[src/rtl/sle_pkg.sv]
// Shared types and constants for the sequential list engine.
// Depends on nothing; every other file imports it.
package sle_pkg;

	// List storage size
	localparam int CAPACITY = 16;

	// Field widths fixed by the request/response format
	localparam int POS_W  = 5;
	localparam int DATA_W = 32;
	localparam int FIDX_W = 4;
	localparam int CNT_W  = 5;

	// Internal widths that follow from the capacity
	localparam int IDX_W = (CAPACITY > 1) ? $clog2(CAPACITY) : 1;
	localparam int LEN_W = $clog2(CAPACITY + 1);
	localparam int CMP_W = (LEN_W > POS_W) ? LEN_W : POS_W;

	typedef enum logic [1:0] {
		FN_INSERT = 2'd0,
		FN_DELETE = 2'd1,
		FN_LOCATE = 2'd2,
		FN_CLEAR  = 2'd3
	} func_t;

	typedef enum logic [1:0] {
		ST_OK       = 2'd0,
		ST_BADPOS   = 2'd1,
		ST_FULL     = 2'd2,
		ST_NOTFOUND = 2'd3
	} status_t;

	typedef struct packed {
		func_t                     func;
		logic [POS_W-1:0]          pos;
		logic signed [DATA_W-1:0]  value;
	} sle_req_t;

	typedef struct packed {
		status_t           status;
		logic [FIDX_W-1:0] found_index;
		logic [CNT_W-1:0]  count;
	} sle_rsp_t;

	// Broadcast from the control to every cell of the row
	typedef struct packed {
		logic                      ins;    // accepted insert that will succeed
		logic                      del;    // accepted delete that will succeed
		logic                      acc;    // any accepted request
		logic [CMP_W-1:0]          pos;
		logic [CMP_W-1:0]          len;
		logic [DATA_W-1:0]         value;
	} sle_bus_t;

endpackage

[src/rtl/sle_cell.sv]
// One storage cell of the list row: holds one entry and its locate match bit.
// Depends on sle_pkg; instantiated once per list slot by the top level.
module sle_cell
	import sle_pkg::*;
(
	input  logic              clk,
	input  logic [CMP_W-1:0]  idx,
	input  sle_bus_t          bus,
	input  logic [DATA_W-1:0] left,
	input  logic [DATA_W-1:0] right,
	output logic [DATA_W-1:0] entry,
	output logic              match
);

	logic [DATA_W-1:0] entry_q;
	logic              match_q;

	// Load, shift up from the left, shift down from the right, or hold
	always_ff @(posedge clk) begin
		if (bus.ins) begin
			if (idx == bus.pos) begin
				entry_q <= bus.value;
			end else if (idx > bus.pos) begin
				entry_q <= left;
			end
		end else if (bus.del) begin
			if (idx >= bus.pos) begin
				entry_q <= right;
			end
		end
	end

	// Compare against the request value, only for slots inside the list
	always_ff @(posedge clk) begin
		if (bus.acc) begin
			match_q <= (idx < bus.len) && (entry_q == bus.value);
		end
	end

	assign entry = entry_q;
	assign match = match_q;

endmodule

[src/rtl/sle_find.sv]
// Lowest-set-bit finder over the row of cell match bits.
// Depends on sle_pkg; used by the top level to form the locate index.
module sle_find
	import sle_pkg::*;
(
	input  logic [CAPACITY-1:0] hits,
	output logic                any,
	output logic [IDX_W-1:0]    first
);

	logic [CAPACITY-1:0] below;
	logic [CAPACITY-1:0] lone;

	// Mark whether any lower cell already hit
	always_comb begin
		below[0] = 1'b0;
		for (int k = 1; k < CAPACITY; k++) begin
			below[k] = below[k-1] | hits[k-1];
		end
	end

	assign lone = hits & ~below;

	// Encode the single surviving bit
	always_comb begin
		first = '0;
		for (int k = 0; k < CAPACITY; k++) begin
			first = first | (lone[k] ? IDX_W'(k) : IDX_W'(0));
		end
	end

	assign any = |hits;

endmodule

[src/rtl/sequential_list_engine.sv]
// Sequential list engine top level: control, row of list cells, response register.
// Depends on sle_pkg, sle_cell and sle_find.
//
//   channel   | handshake            | payload
//   ----------+----------------------+---------------------------------
//   request   | start, busy          | req  (func, pos, value)
//   response  | done (one-cycle)     | rsp  (status, found_index, count)
//
// One request per clock cycle while busy is low. Cells shift and compare at the
// accepting edge; the following edge resolves the first matching cell and
// registers the response. busy is high only in the first cycle after reset
// release. The receiver cannot stall: done is a one-cycle strobe.
module sequential_list_engine
	import sle_pkg::*;
(
	input  logic     clk,
	input  logic     arst_n,
	input  logic     start,
	output logic     busy,
	input  sle_req_t req,
	output logic     done,
	output sle_rsp_t rsp
);

	logic              busy_q;
	logic              accept;
	logic [LEN_W-1:0]  len_q;
	logic [CMP_W-1:0]  pos_w;
	logic [CMP_W-1:0]  len_w;
	logic              ins_bad;
	logic              ins_full;
	logic              del_bad;
	sle_bus_t          bus;
	logic [DATA_W-1:0] ent [CAPACITY];
	logic [CAPACITY-1:0] hits;
	logic              hit_any;
	logic [IDX_W-1:0]  hit_idx;

	logic              valid_s1;
	logic              locate_s1;
	status_t           status_s1;

	logic              done_q;
	sle_rsp_t          rsp_q;

	assign accept = start && !busy_q;
	assign pos_w  = CMP_W'(req.pos);
	assign len_w  = CMP_W'(len_q);

	// Check the request against the current length
	assign ins_bad  = pos_w > len_w;
	assign ins_full = len_w >= CMP_W'(CAPACITY);
	assign del_bad  = pos_w >= len_w;

	always_comb begin
		bus.acc   = accept;
		bus.ins   = accept && (req.func == FN_INSERT) && !ins_bad && !ins_full;
		bus.del   = accept && (req.func == FN_DELETE) && !del_bad;
		bus.pos   = pos_w;
		bus.len   = len_w;
		bus.value = req.value;
	end

	// Row of cells with neighbour links
	for (genvar k = 0; k < CAPACITY; k++) begin : g_cell
		logic [DATA_W-1:0] left_w;
		logic [DATA_W-1:0] right_w;
		if (k == 0) begin : g_first
			assign left_w = '0;
		end else begin : g_mid_l
			assign left_w = ent[k-1];
		end
		if (k == CAPACITY - 1) begin : g_last
			assign right_w = '0;
		end else begin : g_mid_r
			assign right_w = ent[k+1];
		end
		sle_cell u_cell (
			.clk   (clk),
			.idx   (CMP_W'(k)),
			.bus   (bus),
			.left  (left_w),
			.right (right_w),
			.entry (ent[k]),
			.match (hits[k])
		);
	end

	sle_find u_find (
		.hits  (hits),
		.any   (hit_any),
		.first (hit_idx)
	);

	// Hold off requests just after reset; track length and stage 1
	always_ff @(posedge clk or negedge arst_n) begin
		if (!arst_n) begin
			busy_q   <= 1'b1;
			len_q    <= '0;
			valid_s1 <= 1'b0;
		end else begin
			busy_q   <= 1'b0;
			valid_s1 <= accept;
			if (accept) begin
				if (bus.ins) begin
					len_q <= len_q + LEN_W'(1);
				end else if (bus.del) begin
					len_q <= len_q - LEN_W'(1);
				end else if (req.func == FN_CLEAR) begin
					len_q <= '0;
				end
			end
		end
	end

	// Stage 1 payload: status of non-locate requests
	always_ff @(posedge clk) begin
		if (accept) begin
			locate_s1 <= req.func == FN_LOCATE;
			case (req.func)
				FN_INSERT: status_s1 <= ins_bad ? ST_BADPOS : (ins_full ? ST_FULL : ST_OK);
				FN_DELETE: status_s1 <= del_bad ? ST_BADPOS : ST_OK;
				default:   status_s1 <= ST_OK;
			endcase
		end
	end

	// Response strobe
	always_ff @(posedge clk or negedge arst_n) begin
		if (!arst_n) begin
			done_q <= 1'b0;
		end else begin
			done_q <= valid_s1;
		end
	end

	// Response payload: resolve locate result, take length after the request
	always_ff @(posedge clk) begin
		if (valid_s1) begin
			rsp_q.count <= CNT_W'(len_q);
			if (locate_s1) begin
				rsp_q.status      <= hit_any ? ST_OK : ST_NOTFOUND;
				rsp_q.found_index <= hit_any ? FIDX_W'(hit_idx) : '0;
			end else begin
				rsp_q.status      <= status_s1;
				rsp_q.found_index <= '0;
			end
		end
	end

	assign busy = busy_q;
	assign done = done_q;
	assign rsp  = rsp_q;

`ifndef SYNTHESIS
	a_done_follows: assert property (@(posedge clk) disable iff (!arst_n)
		accept |=> ##1 done)
		else $error("response strobe missing two cycles after request");

	a_no_spurious: assert property (@(posedge clk) disable iff (!arst_n)
		done |-> $past(valid_s1))
		else $error("response strobe without a request");

	a_len_bound: assert property (@(posedge clk) disable iff (!arst_n)
		len_q <= LEN_W'(CAPACITY))
		else $error("list length beyond capacity");

	a_clear_zero: assert property (@(posedge clk) disable iff (!arst_n)
		(accept && req.func == FN_CLEAR) |=> ##1 (rsp.count == '0))
		else $error("clear did not empty the list");

	a_idx_only_hit: assert property (@(posedge clk) disable iff (!arst_n)
		(done && rsp.status != ST_OK) |-> (rsp.found_index == '0))
		else $error("found index set on a failed request");
`endif

endmodule
[config.mk]
export PLATFORM = sky130hd
export DESIGN_NAME = sequential_list_engine
export DESIGN_NICKNAME = d
export VERILOG_FILES = /design/src/rtl/sle_pkg.sv /design/src/rtl/sle_cell.sv /design/src/rtl/sle_find.sv /design/src/rtl/sequential_list_engine.sv
export SDC_FILE = /design/constraint.sdc
export NUM_CORES = 2
export LEC_CHECK = 0
export ABC_AREA = 1
export BUFFER_PORTS_ARGS = -buffer_cell sky130_fd_sc_hd__clkbuf_2
export CAP_MARGIN = 20
export CORE_MARGIN = 1
export CORE_UTILIZATION = 40
export DETAILED_ROUTE_END_ITERATION = 10
export GPL_ROUTABILITY_DRIVEN = 0
export PLACE_DENSITY_LB_ADDON = 0.3
export SKIP_LAST_GASP = 1
export SLEW_MARGIN = 20
export SYNTH_ARGS = -nofsm -noshare
export SYNTH_HDL_FRONTEND = slang
export SYNTH_SLANG_ARGS = --single-unit
export TNS_END_PERCENT = 100
[constraint.sdc]
create_clock -name clk -period 5.6 [get_ports clk]
set_clock_uncertainty 0.2 [all_clocks]
set_input_delay 0.84 -clock clk [delete_from_list [all_inputs] [get_ports clk]]
set_output_delay 0.84 -clock clk [all_outputs]
set_load 0.1 [all_outputs]
==> implementation parameters <==
Parameter                              Value

Worst hold path
  Hold path startpoint ... status_s1[1]
  Worst hold path type ... reg -> reg

Power
  Combinational cell fraction of total power ... 11.9%
  Clock share of power ... 42.0%
  Cell Pwr Density ... 263 nW/um2
  Net switching fraction of the power ... 28.1%
  Sequential group share of total power ... 46.1%
  Leakage power figure ... 15.4 nW
  IR Drop Worst-Case VDD ... 0.000211 V
  Cell internal power dissipation ... 7.25 mW
  Net Switching ... 2.83 mW

Detailed routing
  Number of iterations in the first detailed-routing pass ... 7
  Average detailed-routed wire length per instance ... 24.0 um
  Number of remaining DRC errors ... 0
  Top metal layer carrying routed signals ... met5
  Post-detailed-route via-to-cell ratio ... 5.74
  Met2 wire length ... 59.2 mm
  Total via count after detailed routing ... 32388
  Final routed wirelength across all metal layers ... 135 mm
  Amount of wire on met3 after detailed routing ... 14.1 mm
  Iteration-0 DRC count of the detailed router ... 4363
  Met1 routed wirelength after detailed routing ... 52.3 mm
  Antenna Nets Post-Route ... 0

Global route
  Combined global-route utilization of all metal layers ... 29.7%
  First-pass GRT wire length ... 198 mm
  Vias in the first global route ... 29936
  Number of antenna violations at the first check in global routing ... 7
  GR Overflow Total ... 0
  Pin count of the biggest net entering global routing ... 186

Critical path
  Startpoint type of the worst setup path ... input port
  Critical Setup Path Class ... in -> reg
  Worst setup path startpoint ... req[32]
  Startpoint of the worst-slack reg-to-reg timing path ... len_q[4]
  Crit path required time ... 5630 ps
  Signal arrival time at the worst endpoint ... 4260 ps
  Maximum fanout count along the critical path ... 32
  Type of destination of the critical path ... flip-flop

Timing
  Final period demand of the worst path ... 4240 ps
  Headroom to the max-slew limit ... 27.7%
  Highest clock rate ... 0.236 GHz
  Slew of the pin with the lowest slew margin ... 1080 ps
  Setup repair after global routing missed its margin ... no
  Final worst hold slack ... 364 ps
  Hold violation count in the final report ... 0
  Portion of the clock cycle consumed by the worst path in the final layout ... 75.7%
  Final number of max-transition violations ... 0
  Total negative setup slack ... 0 ps
  Number of failing setup endpoints in the final timing report ... 0

Cells and area
  Area taken by multi-input logic gates ... 16200 um2
  Area occupied by registers ... 16500 um2
  Share of final-layout standard cells stronger than drive strength 1 ... 6.16%
  Layout overhead on the synthesized area ... 9.64%
  Layout Nets ... 4479
  Final std cells w/o fill ... 5639
  Fill count ... 8841

Logic synthesis
  Share of flip-flops with an asynchronous set or reset after synthesis ... 1.45%
  Number of enable-type register cells in the synthesized netlist ... 542
  Synth Flop Type ... sky130_fd_sc_hd__edfxtp_1
  Syn Nets ... 4590
  Library cells used by synthesis ... 38
  Number of flip-flops and latches in the synthesized netlist ... 550
  Sequential fraction of the synthesis area ... 47.1%
  Netlist area before placement ... 35000 um2
  Synthesis Warnings ... 0
  Number of instances in the synthesized netlist ... 4540
  Avg Cell Area, Syn ... 7.70 um2

Floorplan
  Total Die Area ... 88600 um2
  Core footprint ... 86600 um2
  Height of the chip ... 298 um
  X dimension of the die ... 298 um
  Row Count ... 108
  Initial standard-cell utilization of the core ... 40.4%
  Number of top-level pins ... 55

CTS
  CTS Hold Bufs ... 1
  Post-CTS Setup Repair Bufs ... 0
  Maximum buffer depth of the clock tree ... 3
  Clock tree sinks ... 550
  Root buf cell ... sky130_fd_sc_hd__clkbuf_16
  Number of levels in the clock H-tree ... 3
  Clock buffers created by TritonCTS ... 66
  Clock tree from TritonCTS ... yes
  Clk slew on worst S/H paths ... 60 ps
  Clock network latency to the later pin of the worst-skew pair ... 640 ps
  Post-CTS resize count ... 0

Placed design
  Port Buffers ... 54
  Hpwl dp ... 95.8 mm
  Total placed cells including tap cells ... 5514

Run status
  Outcome ... finished clean

Run
  Max-cap check violation count ... 0
-- final cells by class --
type	count	area share, %
diodes	5	0.0326
clock buffers	85	4.60
clock inverters	33	0.698
inverters	288	2.84
multi-input cells	3375	42.2
flip-flops and latches	550	43.0
well taps	1155	3.77
repair buffers	148	2.87
-- worst paths after layout --
kind / end / slack [ps] / cells after the start
worst max-delay path: g_cell[1].u_cell.entry[4] / 1360 / 8
worst min-delay path: rsp[10] / 360 / 2
worst max register to register: g_cell[1].u_cell.entry[4] / 1480 / 9
worst min register to register: rsp[10] / 360 / 2
max in group asynchronous: busy / 4530 / 2
min in group asynchronous: len_q[0] / 410 / 2
-- critical path: stages --
cell and delay [ps]:
sky130_fd_sc_hd__clkbuf_2 360, sky130_fd_sc_hd__clkinv_1 390, sky130_fd_sc_hd__ha_1 400, sky130_fd_sc_hd__nand2_1 130, sky130_fd_sc_hd__nand4_1 340, sky130_fd_sc_hd__nand2_1 290, sky130_fd_sc_hd__inv_1 470, sky130_fd_sc_hd__nor2_4 1000
-- sequential cells by signal (all words and copies together), names as in the netlist --
signal,cells
valid_s1,1
g_cell.u_cell.entry,512
locate_s1,1
g_cell.u_cell.match,16
status_s1,2
rsp,11
busy,1
len_q,5
done,1
-- routing by layer --
metal  vias to the layer above  global-route usage (%)
li1                      14753                       -
met2                      2005                    45.4
met5                         -                       0
met3                       434                    4.86
met1                     15194                    39.2
met4                         2                    18.9
-- kinds of logic (layout without fill, tap and decap cells) --
logic type / Yosys count / count (layout) / share of synthesized area, %
simple gates: 2129 / 2129 / 23.8
compound gates: 928 / 928 / 13.8
buf+inv: 615 / 554 / 7.18
flops: 550 / 550 / 47.1
xor+xnor: 309 / 309 / 7.74
fa+ha+maj: 8 / 8 / 0.286
other cells: 1 / 6 / 0.0107
-- cells in the mapped netlist, types with 21 or more instances --
| master | number | area [um2] |
|---|---|---|
| sky130_fd_sc_hd__nand2_1 | 1696 | 6370 |
| sky130_fd_sc_hd__o21ai_0 | 686 | 3430 |
| sky130_fd_sc_hd__edfxtp_1 | 542 | 16300 |
| sky130_fd_sc_hd__inv_1 | 274 | 1030 |
| sky130_fd_sc_hd__nor2_1 | 225 | 845 |
| sky130_fd_sc_hd__clkbuf_1 | 181 | 679 |
| sky130_fd_sc_hd__xor2_1 | 159 | 1390 |
| sky130_fd_sc_hd__xnor2_1 | 150 | 1310 |
| sky130_fd_sc_hd__o22ai_1 | 126 | 788 |
| sky130_fd_sc_hd__nand3_1 | 114 | 571 |
| sky130_fd_sc_hd__buf_2 | 98 | 490 |
| sky130_fd_sc_hd__o21ai_1 | 57 | 285 |
| sky130_fd_sc_hd__nor3_1 | 50 | 250 |
| sky130_fd_sc_hd__a21oi_1 | 49 | 245 |
| sky130_fd_sc_hd__nand4_1 | 31 | 194 |
| sky130_fd_sc_hd__buf_1 | 26 | 97.6 |
| sky130_fd_sc_hd__buf_4 | 21 | 158 |
-- power by group through the flow --
stage                     Combinational, mW  Clock, mW  Sequential (mW)
after global routing                   1.27       4.38             4.65
after detailed placement               1.16          0             4.73
final                                  1.20       4.23             4.64
after global placement                 1.15          0             4.73
after floorplan                       0.682          0             4.74
after CTS                              1.16       4.24             4.64
-- cells in the final DEF, fill, tap and decap left out, drive strengths merged, types with 49 or more instances in the layout --
cell,netlist,layout
nand2,1697,1697
o21ai,743,743
edfxtp,542,542
inv,279,283
nor2,227,227
xor2,159,159
xnor2,150,150
clkbuf,182,139
o22ai,126,126
nand3,114,114
buf,145,93
nor3,53,53
a21oi,49,49
-- metrics by stage --
| stage | cell area, um2 | power [mW] | util (%) | setup slack [ps] |
|---|---|---|---|---|
| global route | 38300 | 10.3 | 44.2 | 1190 |
| finish | 38300 | 10.1 | 44.3 | 1360 |
| global placement | 36200 | 5.88 | 41.8 | 877 |
| floorplan | 35000 | 5.42 | - | 1090 |
| detailed placement | 36200 | 5.89 | 41.8 | 818 |
| CTS | 38300 | 10.0 | 44.2 | 1460 |
No activity file was read; power rests on OpenSTA's default activity.
